==> config.mk <==
export PLATFORM = sky130hd
export DESIGN_NAME = ilst_cell
export DESIGN_NICKNAME = d
export VERILOG_FILES = /design/src/design/ilst_pkg.sv /design/src/design/ilst_cell.sv
export SDC_FILE = /design/constraint.sdc
export NUM_CORES = 1
export LEC_CHECK = 0
export CAP_MARGIN = 20
export CORE_ASPECT_RATIO = 0.5
export CORE_MARGIN = 5
export CORE_UTILIZATION = 40
export DETAILED_ROUTE_END_ITERATION = 10
export DONT_BUFFER_PORTS = 1
export GPL_TIMING_DRIVEN = 0
export SYNTH_ARGS = -nofsm -noshare
export SYNTH_HDL_FRONTEND = slang
export SYNTH_SLANG_ARGS = --single-unit
==> constraint.sdc <==
create_clock -name clk -period 3.8 [get_ports clk]
set_input_delay 0.19 -clock clk [delete_from_list [all_inputs] [get_ports clk]]
set_output_delay 0.19 -clock clk [all_outputs]
set_load 0.005 [all_outputs]
==> src/design/ilst_pkg.sv <==
`timescale 1ns / 1ps
// Shared types and constants for the indexed ordered list.
// No dependencies; every other design file imports this package.
package ilst_pkg;

	localparam int CAPACITY = 64;
	localparam int DATA_W   = 32;
	localparam int POS_W    = 7;
	localparam int CNT_W    = $clog2(CAPACITY + 1);
	// compare width wide enough for both a request index and a cell index
	localparam int CMP_W    = (CNT_W > POS_W) ? CNT_W : POS_W;
	localparam int REQ_W    = 3;
	localparam int OUT_CNT_W = 7;

	localparam logic [REQ_W-1:0] REQ_GET       = 3'd0;
	localparam logic [REQ_W-1:0] REQ_INS_FRONT = 3'd1;
	localparam logic [REQ_W-1:0] REQ_INS_BACK  = 3'd2;
	localparam logic [REQ_W-1:0] REQ_INS_AT    = 3'd3;
	localparam logic [REQ_W-1:0] REQ_DEL_AT    = 3'd4;

	typedef enum logic [1:0] {
		ST_OK    = 2'd0,
		ST_RANGE = 2'd1,
		ST_FULL  = 2'd2
	} status_t;

	typedef enum logic [1:0] {
		OP_HOLD   = 2'd0,
		OP_INSERT = 2'd1,
		OP_DELETE = 2'd2
	} cell_op_t;

	// broadcast to every cell of the chain
	typedef struct packed {
		cell_op_t          op;
		logic [CMP_W-1:0]  pos;
		logic [DATA_W-1:0] value;
	} cell_cmd_t;

	// request outcome from the controller to the output stage
	typedef struct packed {
		status_t          status;
		logic             get_ok;
		logic             get_bad;
		logic [CNT_W-1:0] count_after;
	} ctrl_res_t;

endpackage

==> src/design/ilst_cell.sv <==
`timescale 1ns / 1ps
// One storage cell of the list chain: holds one entry, shifts with neighbors.
// Depends on ilst_pkg.
module ilst_cell
	import ilst_pkg::*;
(
	input  logic              clk,
	input  cell_cmd_t         cmd,
	input  logic [CMP_W-1:0]  idx,
	input  logic [DATA_W-1:0] lo_data,
	input  logic [DATA_W-1:0] hi_data,
	output logic [DATA_W-1:0] data,
	output logic [DATA_W-1:0] rd_data
);

	logic [DATA_W-1:0] data_q;
	logic              hit;
	logic              above;

	assign hit   = (idx == cmd.pos);
	assign above = (idx > cmd.pos);

	always_ff @(posedge clk) begin
		case (cmd.op)
			OP_INSERT: begin
				if (hit)
					data_q <= cmd.value;
				else if (above)
					data_q <= lo_data;
			end
			OP_DELETE: begin
				if (hit || above)
					data_q <= hi_data;
			end
			default: begin
			end
		endcase
	end

	assign data    = data_q;
	assign rd_data = hit ? data_q : '0;

endmodule

==> results of run 1 <==
-- through the flow --
step / std cells / hold slack (ps) / power (mW)
2_1_floorplan: 236 / 440 / 0.531
3_3_place_gp: 306 / 453 / 0.557
3_5_place_dp: 307 / 455 / 0.568
4_1_cts: 315 / 155 / 0.891
5_1_grt: 315 / 164 / 0.923
6_report: 315 / 168 / 0.878
-- layout make-up --
cell class / instances / area [sq um]
fillers: 475 / 2660
flip-flops and latches: 32 / 961
multi-input cells: 180 / 947
plain buffers: 17 / 119
well taps: 70 / 87.6
clock buffers: 6 / 72.6
clock inverters: 2 / 35.0
repair buffers: 1 / 27.5
inverters: 7 / 26.3
-- synthesized netlist by cell type --
master	instances	share of area, %
ha_1	7	4.3
and4_4	1	0.55
clkbuf_1	8	1.5
buf_1	1	0.18
and4_1	1	0.43
nor2_1	32	5.9
a21oi_1	3	0.74
nand2_1	65	12
buf_8	3	2.2
buf_2	1	0.24
edfxtp_1	32	47
o21ai_0	1	0.24
clkbuf_2	3	0.74
a31oi_1	32	9.8
buf_12	1	0.98
a211oi_1	1	0.37
nand4_1	1	0.31
inv_1	7	1.3
o221a_2	1	0.55
nand2b_1	3	0.92
and2_1	32	9.8
-- per-layer routing --
| metal | vias up | track usage [%] | wire length (microns) |
|---|---|---|---|
| met5 | - | 0 | 0 |
| met1 | 793 | 19.9 | 2440 |
| met3 | 4 | 5.08 | 502 |
| met4 | 0 | 5.37 | 55 |
| li1 | 823 | - | - |
| met2 | 95 | 28.4 | 2840 |
-- power groups by stage --
stage | registers (mW) | clock network [mW] | logic, mW
final | 0.464 | 0.320 | 0.0941
after global routing | 0.469 | 0.346 | 0.108
after CTS | 0.465 | 0.331 | 0.0951
after detailed placement | 0.472 | 0 | 0.0951
after global placement | 0.475 | 0 | 0.0825
after floorplan | 0.464 | 0 | 0.0668
-- logic make-up after synthesis --
logic type      share of synthesized area, %
compound gates                          11.7
fa+ha+maj                               4.29
buf+inv                                 7.11
flops                                   47.1
simple gates                            29.8
-- worst paths after layout --
check       start                 end  slack (ps)
min    hi_data[1]   data[1]$_DFFE_PP_         170
max       cmd[38]  data[20]$_DFFE_PP_        1980
==> flow_metrics.py, run 1 <==
metrics = {
    "status": {
        "outcome": "complete, no violations",
    },
    "pwr": {
        "p_leak_nw": 0.891,
        "ir_worst_vdd_mv": 0.173,
        "p_per_area_nw_per_um2": 386,
        "swShare_pct": 23.7,
        "p_seq_share_pct": 52.8,
        "power_switching_mw": 0.208,
        "p_int_mw": 0.670,
        "power_frac_comb_pct": 10.7,
        "pwr-share-clk_pct": 36.5,
    },
    "min_path": {
        "hold_path_class": "input pin to register",
        "min_path_cells": 2,
    },
    "sta": {
        "finalCritPeriodShare_pct": 47.8,
        "rsz0062_at_grt": "no",
        "final.min_clock_period_ps": 1820,
        "layout_setup_ws_ps": 1980,
        "setup-tns-final_ps": 0,
        "slew_viol_final": 0,
        "relSlewSlack_pct": 64.9,
        "tightest_slew_ps": 526,
        "setup_viol": 0,
        "fmax_mhz": 550,
        "final-hold-violation-count": 0,
    },
    "yosys": {
        "synth_seq_area_share_pct": 47.1,
        "ys_types": 21,
        "ys_warn_count": 0,
        "syn_avg_cell_area_sq_um": 8.65,
        "synth_nets": 356,
        "netlist_instances": 236,
        "synth_area_sq_um": 2040,
        "synth-seq-cells": 32,
    },
    "die": {
        "pin_count": 177,
        "die_h_microns": 60.5,
        "dieArea_sq_um": 6720,
        "start_util_pct": 41.4,
        "fp-row-count": 18,
        "dieWidth_microns": 111,
        "coreArea_sq_um": 4930,
    },
    "clock_network": {
        "cts_tree": "yes",
        "cts_resized": 0,
        "ctsHoldBuffers": 0,
        "cts_made_buffers": 5,
        "clk_path_buf_depth": 2,
        "cts-root-buf": "clkbuf_8",
        "clock-sinks": 32,
        "postCtsSetupRepairBufs": 0,
        "clk_pin_slew_ps": 70,
        "htreeDepth": 2,
    },
    "cells_and_area": {
        "post-route-util_pct": 46.1,
        "mostFrequentLayoutCells": "65 x nand2_1, 32 x nor2_1, 32 x a31oi_1, 32 x and2_1, 32 x edfxtp_1",
        "diodes": 0,
        "syn2layout_area_growth_pct": 11.5,
        "drive_gt1_share_pct": 7.76,
        "nNetsFinal": 364,
        "layout_commonest_cell": "nand2_1",
        "largest_reg_flops": 32,
        "stdcell_area_sq_um": 2280,
    },
    "drt": {
        "dr.pass1.iters": 4,
        "routedWlPerCell_microns": 18.5,
        "drt_wl_total_microns": 5840,
        "vias": 1715,
        "drc": 0,
        "viasPerCell": 5.44,
        "ant_nets": 0,
        "dr.first_iter.drc_count": 60,
    },
    "worst_setup_path": {
        "required_ps": 3780,
        "arrival_ps": 1800,
        "critical_path.startpoint_type": "input pin",
        "critPathTopFamily": "compound AO/OA/AOI/OAI gates",
        "critPathKind": "input pin to register",
        "crit_buf_inv": 2,
        "critPathMaxFanout": 20,
        "worstPathCellList": "inv_1 -> ha_1 -> and4_1 -> o21ai_0 -> o221a_2 -> a21oi_4 -> buf_16",
        "slowest_delay_ps": 420,
        "cp_slowest_cell": "a21oi_4",
        "crit_cells": 7,
        "critPathCaptureType": "register",
    },
    "place": {
        "dp_hpwl_microns": 4650,
        "io_buffers": 0,
        "dp_worst_setup_slack_ps": 1670,
        "place.gp.congestion": 0.732,
        "postPlaceCellArea_sq_um": 2170,
    },
    "grt": {
        "overflow": 0,
        "grt_pass1_vias": 1649,
        "grt_max_degree": 21,
        "antenna_found_initial": 0,
        "grtUsageTotal_pct": 16.2,
        "grt_pass1_wl_microns": 8310,
    },
    "job": {
        "drv_cap": 0,
    },
}
No activity file was read; power rests on OpenSTA's default activity.
==> run 2, diff against run 1 <==
==> constraint.sdc (replaced) <==
create_clock -name clk -period 1.8 [get_ports clk]
set_input_delay 0.09 -clock clk [delete_from_list [all_inputs] [get_ports clk]]
set_output_delay 0.09 -clock clk [all_outputs]
set_load 0.005 [all_outputs]
==> run 2 against run 1 <==
Largest cell class is now multi-input combinational cells. Power up 110%. First-iteration DRC count up 32%. Sequential power up 110%. Cell count unchanged. Clock power up 110%. Count of clock-buffer cells in the layout down 1. Die area unchanged. Setup slack worse by 1700 ps. Sequential share of layout area down 1.0 points. Sequential cell count unchanged. Core utilization up 1.1 points.
==> flow_metrics.py, run 2 (same netlist as run 1, synthesis figures left out) <==
metrics = {
    "sta": {
        "setup_viol": 0,
        "fmax_mhz": 640,
        "rsz0062_at_grt": "no",
        "layout_setup_ws_ps": 237,
        "finalCritPeriodShare_pct": 86.8,
        "final-hold-violation-count": 0,
        "hold_ws_ps": 76.3,
        "relSlewSlack_pct": 52.2,
        "final.min_clock_period_ps": 1560,
        "tightest_slew_ps": 717,
        "setup-tns-final_ps": 0,
        "slew_viol_final": 0,
    },
    "die": {
        "fp-row-count": 18,
        "coreArea_sq_um": 4930,
        "die_h_microns": 60.5,
        "dieArea_sq_um": 6720,
        "start_util_pct": 41.4,
        "pin_count": 177,
        "dieWidth_microns": 111,
    },
    "drt": {
        "dr.first_iter.drc_count": 79,
        "ant_nets": 0,
        "vias": 1774,
        "drt_wl_total_microns": 5950,
        "drc": 0,
        "routedWlPerCell_microns": 18.9,
        "dr.pass1.iters": 5,
        "viasPerCell": 5.63,
    },
    "clock_network": {
        "postCtsSetupRepairBufs": 0,
        "clk_path_buf_depth": 2,
        "ctsHoldBuffers": 0,
        "cts_made_buffers": 5,
        "cts-root-buf": "clkbuf_8",
        "clk_pin_slew_ps": 70,
        "cts_tree": "yes",
        "htreeDepth": 2,
        "clock-sinks": 32,
    },
    "job": {
        "drv_cap": 0,
    },
    "worst_setup_path": {
        "required_ps": 1710,
        "critPathKind": "input pin to register",
        "arrival_ps": 1480,
        "critPathMaxFanout": 16,
        "critPathCaptureType": "register",
        "critical_path.startpoint_type": "input pin",
    },
    "min_path": {
        "hold_path_class": "input pin to register",
        "min_to": "data[1]$_DFFE_PP_",
        "min_path_cells": 2,
        "hp-start": "hi_data[1]",
    },
    "cells_and_area": {
        "layout_commonest_cell": "nand2_1",
        "mostFrequentLayoutCells": "65 x nand2_1, 32 x nor2_1, 32 x a31oi_1, 32 x and2_1, 32 x edfxtp_1",
        "diodes": 0,
        "post-route-util_pct": 47.3,
        "seqCellArea_sq_um": 961,
        "syn2layout_area_growth_pct": 14.2,
        "multiInputGateArea_sq_um": 1010,
        "largest_reg_flops": 32,
        "drive_gt1_share_pct": 10.6,
        "fillerInstances": 475,
        "nNetsFinal": 364,
    },
    "grt": {
        "grtUsageTotal_pct": 16.7,
        "grt_pass1_vias": 1738,
        "grt_max_degree": 17,
        "overflow": 0,
        "antenna_found_initial": 0,
        "grt_pass1_wl_microns": 8580,
    },
    "pwr": {
        "ir_worst_vdd_mv": 0.423,
        "p_leak_nw": 0.878,
        "p_per_area_nw_per_um2": 794,
        "total_power_mw": 1.85,
    },
    "status": {
        "outcome": "complete, no violations",
    },
    "place": {
        "io_buffers": 0,
        "dp_worst_setup_slack_ps": -352,
        "place.gp.congestion": 0.806,
        "dp_hpwl_microns": 4650,
    },
}
-- run 2: cell count changes in the layout (fill, tap and decap cells not counted), sizes merged --
cell / previous run / this run
a21oi: 3 / 4
clkinv: 1 / 2
buf: 7 / 6
clkbuf: 17 / 16
-- run 2: final cells by class --
class | instances | share of cell area [%]
Multi-Input combinational cell | 181 | 43.5
Sequential cell | 32 | 41.2
Buffer | 17 | 5.10
Tap cell | 70 | 3.76
Clock buffer | 5 | 2.95
Inverter | 7 | 1.88
Clock inverter | 3 | 1.61
-- run 2: stage by stage --
stage / cell area (sq um) / instances
3_3_place_gp: 2210 / 306
4_1_cts: 2330 / 315
2_1_floorplan: 2120 / 236
5_1_grt: 2330 / 315
3_5_place_dp: 2210 / 306
6_report: 2330 / 315
-- run 2: where the power goes --
part           leakage [nW]  switching (mW)  total, mW  internal [mW]
Sequential            0.302          0.0565      0.982          0.926
Combinational         0.522           0.127      0.207         0.0801
Clock                0.0532           0.260      0.663          0.403
Total                 0.878           0.443       1.85           1.41
-- run 2: timing repair --
action | in CTS | in global routing
hold endpoints to repair | 0 | 0
setup endpoints to repair | 32 | 0
resized for setup | 1 | 0
-- run 2: worst max-delay path, cell delays in order --
cell and delay (ps):
nand2b_1 130, clkbuf_1 250, buf_1 400, a21oi_4 600
-- run 2: metal layers --
metal  wire length [microns]  GRT usage (%)  vias up
met1                    2500           20.7      858
met3                     522           5.88        4
li1                        -              -      820
met2                    2900           29.2       92
met4                      31           3.29        0
met5                       0              0        -
-- run 2: worst max-delay path by stage --
| stage | start | to | slack (ps) | depth (start not counted) |
|---|---|---|---|---|
| after global placement | cmd[39] | data[18]$_DFFE_PP_ | -330 | 4 |
| after CTS | cmd[39] | data[11]$_DFFE_PP_ | 220 | 4 |
| after floorplan | cmd[37] | data[0]$_DFFE_PP_ | -50 | 6 |
| after detailed placement | cmd[39] | data[18]$_DFFE_PP_ | -350 | 4 |
| after global routing | cmd[39] | data[11]$_DFFE_PP_ | 150 | 4 |
| final | cmd[39] | data[15]$_DFFE_PP_ | 240 | 4 |
