--- src/design/ilst_pkg.sv ---
`timescale 1ns / 1ps
// Shared types and constants for the indexed ordered list.
// No dependencies; every other design file imports this package.
package ilst_pkg;

	localparam int CAPACITY = 64;
	localparam int DATA_W   = 32;
	localparam int POS_W    = 7;
	localparam int CNT_W    = $clog2(CAPACITY + 1);
	// compare width wide enough for both a request index and a cell index
	localparam int CMP_W    = (CNT_W > POS_W) ? CNT_W : POS_W;
	localparam int REQ_W    = 3;
	localparam int OUT_CNT_W = 7;

	localparam logic [REQ_W-1:0] REQ_GET       = 3'd0;
	localparam logic [REQ_W-1:0] REQ_INS_FRONT = 3'd1;
	localparam logic [REQ_W-1:0] REQ_INS_BACK  = 3'd2;
	localparam logic [REQ_W-1:0] REQ_INS_AT    = 3'd3;
	localparam logic [REQ_W-1:0] REQ_DEL_AT    = 3'd4;

	typedef enum logic [1:0] {
		ST_OK    = 2'd0,
		ST_RANGE = 2'd1,
		ST_FULL  = 2'd2
	} status_t;

	typedef enum logic [1:0] {
		OP_HOLD   = 2'd0,
		OP_INSERT = 2'd1,
		OP_DELETE = 2'd2
	} cell_op_t;

	// broadcast to every cell of the chain
	typedef struct packed {
		cell_op_t          op;
		logic [CMP_W-1:0]  pos;
		logic [DATA_W-1:0] value;
	} cell_cmd_t;

	// request outcome from the controller to the output stage
	typedef struct packed {
		status_t          status;
		logic             get_ok;
		logic             get_bad;
		logic [CNT_W-1:0] count_after;
	} ctrl_res_t;

endpackage

--- src/design/ilst_ctrl.sv ---
`timescale 1ns / 1ps
// Request decode, range/full checks and the entry count register.
// Depends on ilst_pkg.
module ilst_ctrl
	import ilst_pkg::*;
(
	input  logic              clk,
	input  logic              arst_n,
	input  logic              accept,
	input  logic [REQ_W-1:0]  req_type,
	input  logic [POS_W-1:0]  position,
	input  logic [DATA_W-1:0] item_value,
	output cell_cmd_t         cmd,
	output ctrl_res_t         res
);

	logic [CNT_W-1:0] count_q;
	logic [CMP_W-1:0] cnt_ext;
	logic [CMP_W-1:0] pos_ext;
	logic             full;
	cell_op_t         op;
	logic [CMP_W-1:0] op_pos;

	assign cnt_ext = CMP_W'(count_q);
	assign pos_ext = CMP_W'(position);
	assign full    = (count_q == CNT_W'(CAPACITY));

	always_comb begin
		op          = OP_HOLD;
		op_pos      = pos_ext;
		res.status  = ST_OK;
		res.get_ok  = 1'b0;
		res.get_bad = 1'b0;
		case (req_type)
			REQ_GET: begin
				if (pos_ext >= cnt_ext) begin
					res.status  = ST_RANGE;
					res.get_bad = 1'b1;
				end else begin
					res.get_ok = 1'b1;
				end
			end
			REQ_INS_FRONT: begin
				op_pos = '0;
				if (full)
					res.status = ST_FULL;
				else
					op = OP_INSERT;
			end
			REQ_INS_BACK: begin
				op_pos = cnt_ext;
				if (full)
					res.status = ST_FULL;
				else
					op = OP_INSERT;
			end
			REQ_INS_AT: begin
				if (pos_ext > cnt_ext)
					res.status = ST_RANGE;
				else if (full)
					res.status = ST_FULL;
				else
					op = OP_INSERT;
			end
			REQ_DEL_AT: begin
				if (pos_ext >= cnt_ext)
					res.status = ST_RANGE;
				else
					op = OP_DELETE;
			end
			default: begin
			end
		endcase

		case (op)
			OP_INSERT: res.count_after = count_q + CNT_W'(1);
			OP_DELETE: res.count_after = count_q - CNT_W'(1);
			default:   res.count_after = count_q;
		endcase

		cmd.op    = accept ? op : OP_HOLD;
		cmd.pos   = op_pos;
		cmd.value = item_value;
	end

	always_ff @(posedge clk or negedge arst_n) begin
		if (!arst_n)
			count_q <= '0;
		else if (accept)
			count_q <= res.count_after;
	end

endmodule

--- config.mk ---
export PLATFORM = sky130hd
export DESIGN_NAME = ilst_ctrl
export DESIGN_NICKNAME = d
export VERILOG_FILES = /design/src/design/ilst_pkg.sv /design/src/design/ilst_ctrl.sv
export SDC_FILE = /design/constraint.sdc
export NUM_CORES = 1
export LEC_CHECK = 0
export BUFFER_PORTS_ARGS = -buffer_cell sky130_fd_sc_hd__buf_2
export CAP_MARGIN = 20
export CORE_MARGIN = 4
export CORE_UTILIZATION = 41
export CTS_CLUSTER_DIAMETER = 80
export DETAILED_ROUTE_END_ITERATION = 10
export GPL_TIMING_DRIVEN = 0
export PLACE_DENSITY = 0.81
export SKIP_CTS_REPAIR_TIMING = 1
export SYNTH_ARGS = -nofsm -noshare
export SYNTH_HDL_FRONTEND = slang
export SYNTH_SLANG_ARGS = --single-unit
--- constraint.sdc ---
create_clock -name clk -period 3.62 [get_ports clk]
set_input_delay 0.181 -clock clk [delete_from_list [all_inputs] [get_ports clk]]
set_output_delay 0.181 -clock clk [all_outputs]
set_load 0.005 [all_outputs]
==> impl_metrics.csv, run 1 <==
group,metric,value,unit
placement,numPortBuffers,63,
clock_tree,clk_pin_slew_worst_paths,50,ps
logic_synthesis,synth_ff_type,"dfrtp_1",
grt,grt_start_max_net_pins,11,
sta,fmax,274,MHz
cells_and_area,synthToLayoutAreaGrowth,53.7,%
critical_path,slowest_stage,"or4_4",
route,post_drt_wl_per_cell,12.9,µm
placement,dp_hpwl,2.95,mm
clock_tree,htreeDepth,1,
floorplan,die_w,65.4,µm
critical_path,crit_type,"flip-flop to output pin",
clock_tree,cts-root-buf,"clkbuf_4",
logic_synthesis,synth_area_leaders,"buf_4 18%, dfrtp_1 13%, ha_1 12%, o21ai_0 7.0%, nand2_1 5.6%",
critical_path,start_kind,"flip-flop",
floorplan,fp-row-count,20,
critical_path,critPathMaxFanout,6,
placement,dp_cells,290,
cells_and_area,stdcell_count,314,
critical_path,crit_required,3440,ps
logic_synthesis,ys_seq_area_frac,0.130,
logic_synthesis,synth_area,0.00135,mm²
floorplan,start_util,0.435,
route,vias,1542,
clock_tree,cts_num_sinks,7,
cells_and_area,final_util,0.669,
placement,pre_cts_slack,-220,ps
sta,fin_skew,2.21,ps
grt,first_global_vias,1261,
sta,setup_ws,-35.4,ps
cells_and_area,diodes,0,
critical_path,worstSetupEndpointType,"output pin",
cells_and_area,layout.nets,330,
logic_synthesis,yosys-top-cells-count,"33 x buf_4, 20 x nand2_1, 19 x o21ai_0, 13 x a21oi_1, 13 x ha_1",
logic_synthesis,syn_avg_cell_area,7.38,µm²
run_status,violations,"setup timing",
critical_path,cp_cell_sequence,"inv_1, ha_1, nand3_1, o211ai_2, o21ba_4, or4_4, ha_4, buf_6, ha_4, o21a_1, o31ai_4, o311a_1, xnor2_1, buf_2",
sta,worst-slew-pin-transition,568,ps
logic_synthesis,yosysMostFrequentCell,"buf_4",
critical_path,cp_data_arrival_time,3470,ps
sta,rsz0062_at_grt,"yes",
logic_synthesis,synth-edff-count,0,
floorplan,die-area,0.00427,mm²
grt,grt-ovfl-total,0,
power,pwr_density_cell,528,mW/mm²
logic_synthesis,async_flop_share,1.00,
power,peakVddDrop,0.221,mV
clock_tree,cts_buffer_depth,2,
route,wirelength,4.05,mm
cells_and_area,nFillCells,277,
critical_path,path_common_cell,"ha_4",
logic_synthesis,yosys.area.top_type,"buf_4",
logic_synthesis,yosysUniqueCellTypes,42,
floorplan,die_h,65.4,µm
floorplan,num_io_pins,97,
grt,grt_pass1_wl,5.15,mm
sta,finalCriticalPeriod,3660,ps
cells_and_area,drive_gt1_frac,0.567,
run_status,status,"finished with violations",
route,first_iter_violations,63,
route,drc,0,
hold_path,hp-class,"input port to flip-flop",
clock_tree,numCtsBuffers,3,
clock_tree,clk-insertion-delay-late,240,ps
route,first_pass_iters,4,
clock_tree,tritoncts,"done",
cells_and_area,largest_reg_flops,7,
sta,setup_viol,1,
sta,max_slew_margin,0.618,
floorplan,core_area,0.00310,mm²
sta,hold_viol_final,0,
sta,min_period_over_period,1.01,
placement,routabilityCongestion,0.832,
grt,grt_usage,0.148,
flow_run,maxCapViolCount,0,
route,viasPerCell,4.91,
logic_synthesis,synthCells,183,
logic_synthesis,synth_fp_nets,242,
logic_synthesis,yosysWarnings,0,
logic_synthesis,ys_ff_latch,7,
logic_synthesis,synth_top_area_frac,0.184,
sta,maxSlewViolCount,0,
grt,antenna_found_initial,0,
cells_and_area,multi_input_area,0.00103,mm²
sta,fin_setup_tns,-35.4,ps
route,postRouteAntennaNets,0,
critical_path,cpPeakStageDelay,430,ps
cells_and_area,register_area,179,µm²
power,p_leak,1.01,nW
## worst max-delay path, delay by kind of cell (launching register included)
kind / cells / cell delay, ps
and+or+nand+nor: 2 / 530
DFF: 1 / 370
adders and majority gates: 3 / 810
buffers and inverters: 3 / 370
xor gates and xnor gates: 1 / 190
AOI/OAI and AO/OA: 5 / 980
## power by group
group          internal, mW  total (mW)  switching [mW]
logic                 0.455       0.879           0.425
clock network        0.0418      0.0672          0.0254
registers             0.117       0.149          0.0325
total                 0.613        1.10           0.483
## per-stage QoR
stage / area, µm² / power [mW] / hold slack [ps]
after detailed placement: 1720 / 0.744 / 15.5
after global routing: 2070 / 1.19 / 211
after global placement: 1720 / 0.726 / 13.8
final: 2070 / 1.10 / 220
after CTS: 1750 / 0.813 / -245
after floorplan: 1350 / 0.558 / -115
## placed cells by master, fill, tap and decap left out, types with 2 or more instances in the layout
cell type	n
a21o_1	2
a21oi_1	9
a21oi_2	4
buf_2	65
buf_4	51
clkbuf_1	4
clkbuf_4	3
dfrtp_1	4
dfrtp_2	3
ha_1	4
ha_4	8
inv_1	8
inv_2	4
nand2_1	20
nand2b_1	5
nor2_1	6
nor2b_1	7
nor3_1	2
nor4_1	4
o21a_1	2
o21ai_0	15
o21ai_1	2
o21ai_2	2
xnor2_1	5
xor2_1	2
## final timing paths
path                                 start          to  slack [ps]  cells after the start
worst min register to register  cnt_ext[4]  cnt_ext[4]         550                      1
min in group asynchronous           arst_n  cnt_ext[6]         290                      2
worst min-delay path                accept  cnt_ext[1]         220                      2
worst max-delay path            cnt_ext[2]      res[6]         -40                     14
worst max register to register  cnt_ext[2]  cnt_ext[6]         310                     14
max in group asynchronous           arst_n  cnt_ext[2]        3160                      2
## cell families (layout without fill, tap and decap cells)
logic type                 count (synthesis)  after routing  share of synthesized area
muxes                                      2              2                     0.0158
buffers and inverters                     50            137                      0.233
adders and majority gates                 14             14                      0.135
AOI/OAI and AO/OA                         47             47                      0.218
DFF                                        7              7                      0.130
and+or+nand+nor                           56             56                      0.223
xor gates and xnor gates                   7              7                     0.0454
## layer usage
metal | up-vias | global-route usage | part of all wire
li1 | 781 | - | -
met1 | 692 | 0.170 | 0.38
met2 | 63 | 0.277 | 0.54
met3 | 6 | 0.0222 | 0.063
met4 | 0 | 0.0492 | 0.014
met5 | - | 0 | 0
## final cells by class
type,count,share of cell area
Multi-Input combinational cell,126,0.496
Buffer,38,0.130
Tap cell,44,0.0265
Timing Repair Buffer,83,0.227
Sequential cell,7,0.0862
Clock buffer,4,0.0127
Inverter,12,0.0217
Power figures use the tool's default switching activity.
==> run 2, diff against run 1 <==
CELL_PAD_IN_SITES_DETAIL_PLACEMENT = 1   (was not set)
CELL_PAD_IN_SITES_GLOBAL_PLACEMENT = 1   (was not set)
CORE_MARGIN = not set   (was 4)
CORE_UTILIZATION = 27   (was 41)
PLACE_DENSITY = 0.87   (was 0.81)
==> impl_metrics.csv, run 2 (synthesized netlist as in run 1, its figures left out) <==
group,metric,value,unit
placement,pre_cts_slack,-343,ps
floorplan,num_io_pins,97,
sta,setup_viol,2,
route,first_pass_iters,4,
cells_and_area,multi_input_area,0.00108,mm²
critical_path,worstSetupEndpointType,"output pin",
grt,antenna_found_initial,0,
cells_and_area,largest_reg_flops,7,
floorplan,fp-row-count,25,
cells_and_area,nFillCells,617,
critical_path,cpPeakStageDelay,430,ps
critical_path,path_common_cell,"ha_4",
floorplan,die_w,72.7,µm
critical_path,cp_data_arrival_time,3550,ps
grt,first_global_vias,1439,
power,p_total,1.19,mW
route,post_drt_wl_per_cell,14.5,µm
power,p_leak,1.01,nW
critical_path,start_kind,"flip-flop",
critical_path,slowest_stage,"or4_4",
floorplan,die_h,72.7,µm
cells_and_area,layout.nets,327,
cells_and_area,drive_gt1_frac,0.581,
run_status,status,"finished with violations",
route,viasPerCell,4.77,
route,first_iter_violations,33,
placement,numPortBuffers,63,
cells_and_area,stdcell_count,334,
critical_path,crit_required,3440,ps
cells_and_area,synthToLayoutAreaGrowth,60.1,%
placement,dp_hpwl,3.47,mm
grt,grt_start_max_net_pins,11,
sta,finalCriticalPeriod,3730,ps
sta,hold_viol_final,0,
clock_tree,clk-insertion-delay-late,220,ps
grt,grt_usage,0.150,
clock_tree,tritoncts,"done",
clock_tree,cts_num_sinks,7,
sta,worst-slew-pin-transition,585,ps
sta,fmax,268,MHz
run_status,violations,"setup timing",
route,wirelength,4.85,mm
cells_and_area,register_area,181,µm²
cells_and_area,diodes,0,
clock_tree,numCtsBuffers,3,
sta,maxSlewViolCount,0,
hold_path,hp-class,"input port to flip-flop",
clock_tree,cts-root-buf,"clkbuf_8",
critical_path,critPathMaxFanout,5,
sta,max_slew_margin,0.607,
cells_and_area,final_common_cell,"buf_2",
cells_and_area,final_util,0.454,
sta,setup_ws,-107,ps
placement,routabilityCongestion,0.844,
flow_run,maxCapViolCount,0,
route,vias,1594,
clock_tree,cts_buffer_depth,2,
grt,grt-ovfl-total,0,
critical_path,cp_cell_sequence,"inv_2, ha_4, nand4_4, o211ai_2, o21ba_4, or4_4, ha_4, buf_6, ha_4, nor2b_4, o31ai_4, a21boi_2, nand2_1, o21ai_1, buf_2",
floorplan,start_util,0.284,
power,peakVddDrop,0.151,mV
sta,fin_skew,4.27,ps
power,pwr_density_cell,551,mW/mm²
placement,dp_cells,313,
grt,grt_pass1_wl,6.30,mm
clock_tree,clk_pin_slew_worst_paths,40,ps
floorplan,die-area,0.00529,mm²
critical_path,crit_type,"flip-flop to output pin",
sta,fin_setup_tns,-129,ps
cells_and_area,mostFrequentLayoutCells,"65 x buf_2, 47 x buf_4, 20 x nand2_1",
sta,rsz0062_at_grt,"yes",
route,drc,0,
sta,min_period_over_period,1.03,
clock_tree,htreeDepth,1,
route,postRouteAntennaNets,0,
floorplan,core_area,0.00475,mm²
[run 2: area by class of cell]
| type | count | area share |
|---|---|---|
| plain buffers | 38 | 0.124 |
| clock buffers | 4 | 0.0208 |
| inverters | 12 | 0.0220 |
| multi-input cells | 126 | 0.500 |
| flip-flops and latches | 7 | 0.0840 |
| well taps | 67 | 0.0388 |
| repair buffers | 80 | 0.210 |
[run 2: final timing paths]
| path | start | end | slack (ps) | cells past startpoint |
|---|---|---|---|---|
| max | cnt_ext[6] | res[4] | -110 | 15 |
| min | accept | cnt_ext[2] | 230 | 2 |
| max reg2reg | cnt_ext[6] | cnt_ext[4] | 330 | 14 |
| min reg2reg | cnt_ext[2] | cnt_ext[2] | 630 | 2 |
| max in group asynchronous | arst_n | cnt_ext[6] | 3110 | 2 |
| min in group asynchronous | arst_n | cnt_ext[0] | 330 | 2 |
[run 2: metal layers]
metal,track usage,vias to the layer above,part of all wire
met5,0,-,0
met4,0.0458,0,0.014
met3,0.00552,8,0.037
met2,0.297,59,0.56
met1,0.171,755,0.39
li1,-,772,-
[run 2: through the flow]
stage	hold WS, ps	cell area, µm²
floorplan	-115	1350
global placement	18.5	1750
detailed placement	19.2	1750
CTS	-215	1790
global route	251	2160
finish	233	2160
[run 2: worst max-delay path, delay by kind of cell (launching register included)]
| kind | cells | cell delay (ps) |
|---|---|---|
| AOI/OAI and AO/OA | 5 | 1070 |
| and+or+nand+nor | 4 | 770 |
| adders and majority gates | 3 | 720 |
| DFF | 1 | 420 |
| buffers and inverters | 3 | 360 |
[run 2: where the power goes]
part / internal, mW / total [mW] / switching [mW]
Combinational: 0.469 / 0.925 / 0.456
Sequential: 0.119 / 0.159 / 0.0397
Clock: 0.0760 / 0.108 / 0.0319
==> run 3, diff against run 2 <==
ABC_AREA = 1   (was not set)
CORE_UTILIZATION = 26   (was 27)
==> impl_metrics.csv, run 3 <==
group,metric,value,unit
cells_and_area,largest_reg_flops,7,
logic_synthesis,yosysUniqueCellTypes,26,
cells_and_area,mostFrequentLayoutCells,"64 x buf_2, 39 x nand2_1, 34 x buf_4",
sta,rsz0062_at_grt,"no",
route,viasPerCell,4.57,
clock_tree,tritoncts,"done",
critical_path,crit_path_start,"cnt_ext[2]",
cells_and_area,diodes,0,
sta,setup_viol,0,
clock_tree,cts_num_sinks,7,
sta,hold_viol_final,0,
critical_path,worstSetupEndpointType,"output pin",
route,first_iter_violations,23,
clock_tree,htreeDepth,1,
route,postRouteAntennaNets,0,
sta,finalCriticalPeriod,3340,ps
route,vias,1517,
floorplan,core_area,0.00475,mm²
clock_tree,numCtsBuffers,3,
critical_path,slowest_stage,"fa_1",
logic_synthesis,yosys.area.top_type,"buf_4",
power,p_total,857,µW
cells_and_area,nFillCells,661,
run_status,status,"finished, final reports clean",
route,drc,0,
cells_and_area,final_common_cell,"buf_2",
logic_synthesis,synth-edff-count,0,
grt,grt_start_max_net_pins,11,
floorplan,num_io_pins,97,
sta,worst-slew-pin-transition,274,ps
hold_path,hp-class,"input port to flip-flop",
clock_tree,clk-insertion-delay-late,230,ps
clock_tree,cts-root-buf,"clkbuf_8",
sta,setup_ws,284,ps
critical_path,cp_data_arrival_time,3150,ps
critical_path,critPathMaxFanout,7,
logic_synthesis,async_flop_share,1.00,
floorplan,die_w,72.7,µm
logic_synthesis,synth_top_area_frac,0.196,
route,wirelength,4.02,mm
grt,grt-ovfl-total,0,
sta,fin_skew,5.83,ps
logic_synthesis,synth_area_leaders,"buf_4 20%, dfrtp_1 13%, ha_1 13%, nand2_1 11%, o21ai_0 7.3%",
critical_path,crit_required,3440,ps
logic_synthesis,ys_seq_area_frac,0.135,
placement,dp_hpwl,3.32,mm
logic_synthesis,synthCells,196,
cells_and_area,drive_gt1_frac,0.464,
critical_path,r2r-start,"cnt_ext[2]",
power,p_leak,1.02,nW
sta,max_slew_margin,0.817,
cells_and_area,synthToLayoutAreaGrowth,36.4,%
route,post_drt_wl_per_cell,12.1,µm
sta,min_period_over_period,0.921,
grt,antenna_found_initial,0,
logic_synthesis,ys_ff_latch,7,
logic_synthesis,yosysWarnings,0,
logic_synthesis,synth_ff_type,"dfrtp_1",
logic_synthesis,yosysMostFrequentCell,"nand2_1",
grt,grt_usage,0.155,
sta,maxSlewViolCount,0,
clock_tree,cts_buffer_depth,2,
critical_path,start_kind,"flip-flop",
cells_and_area,layout.nets,325,
floorplan,fp-row-count,25,
hold_path,worstHoldStart,"accept",
logic_synthesis,synth_fp_nets,255,
power,peakVddDrop,0.168,mV
critical_path,path_common_cell,"nand2_1",
cells_and_area,final_util,0.373,
placement,pre_cts_slack,381,ps
logic_synthesis,yosys-top-cells-count,"39 x nand2_1, 34 x buf_4, 24 x inv_1, 19 x o21ai_0, 13 x ha_1",
logic_synthesis,syn_avg_cell_area,6.64,µm²
power,pwr_density_cell,483,mW/mm²
grt,grt_pass1_wl,6.31,mm
clock_tree,clk_pin_slew_worst_paths,40,ps
logic_synthesis,synth_area,0.00130,mm²
route,first_pass_iters,4,
critical_path,cpPeakStageDelay,390,ps
sta,fin_setup_tns,0,ps
flow_run,maxCapViolCount,0,
critical_path,crit_type,"flip-flop to output pin",
floorplan,die_h,72.7,µm
placement,numPortBuffers,64,
placement,routabilityCongestion,0.788,
critical_path,cp_cell_sequence,"inv_1, ha_1, nand2_1, o21ai_0, nand2_1, nand2_1, nand2_2, nand3_2, ha_4, inv_1, fa_1, inv_1, nand2_1, nand2_1, nand3_1, nand3_1, nand3_2, and2_1, buf_2",
floorplan,start_util,0.274,
sta,fmax,300,MHz
grt,first_global_vias,1498,
floorplan,die-area,0.00529,mm²
[run 3: changes by cell type after synthesis, moves of 5 or more]
cell	delta
o21ai_2	+5
nand2b_1	-5
nand3_1	+10
a21oi_1	-6
nand2_1	+19
inv_1	+12
nor2b_1	-8
[run 3: critical path: cells and delay by family (launching register included)]
kind,cells,cell delay [ps]
simple gates,11,1020
fa+ha+maj,3,900
buf+inv,4,390
flops,1,380
compound gates,1,220
[run 3: path summary, 6_finish.rpt]
path	endpoint	slack, ps	depth (start not counted)
min	cnt_ext[0]	220	3
min reg2reg	cnt_ext[6]	540	2
max reg2reg	cnt_ext[6]	730	19
max in group asynchronous	cnt_ext[5]	3120	2
min in group asynchronous	cnt_ext[3]	330	2
max	res[6]	280	19
[run 3: logic make-up (layout without fill, tap and decap cells)]
logic type,after synthesis,in the layout,synth area share
and+or+nand+nor,79,79,0.291
buffers and inverters,60,129,0.272
AOI/OAI and AO/OA,34,34,0.148
adders and majority gates,14,14,0.140
DFF,7,7,0.135
xor gates and xnor gates,2,2,0.0135
[run 3: layout make-up]
class                   instances  area (µm²)  share of cell area
multi-input cells             129         787               0.443
repair buffers                 65         330               0.186
plain buffers                  35         260               0.147
flip-flops and latches          7         175              0.0987
inverters                      25        93.8              0.0529
well taps                      67        83.8              0.0472
clock buffers                   4        45.0              0.0254
[run 3: power by group]
group | switching, mW | internal, mW
Combinational | 0.351 | 0.243
Clock | 0.0347 | 0.0763
Sequential | 0.0406 | 0.111
Total | 0.427 | 0.430
[run 3: metrics by stage]
step           std cells  cell area [µm²]  hold WS (ps)
2_1_floorplan        196             1300          -115
3_3_place_gp         327             1710          24.2
3_5_place_dp         327             1710          28.7
4_1_cts              331             1750          -218
5_1_grt              332             1780           255
6_report             332             1780           223
[run 3: layer usage]
layer / vias to the layer above / part of all wire / global-route usage
li1: 743 / - / -
met1: 704 / 0.39 / 0.152
met2: 60 / 0.53 / 0.310
met3: 10 / 0.057 / 0.0414
met4: 0 / 0.022 / 0.0479
met5: - / 0 / 0
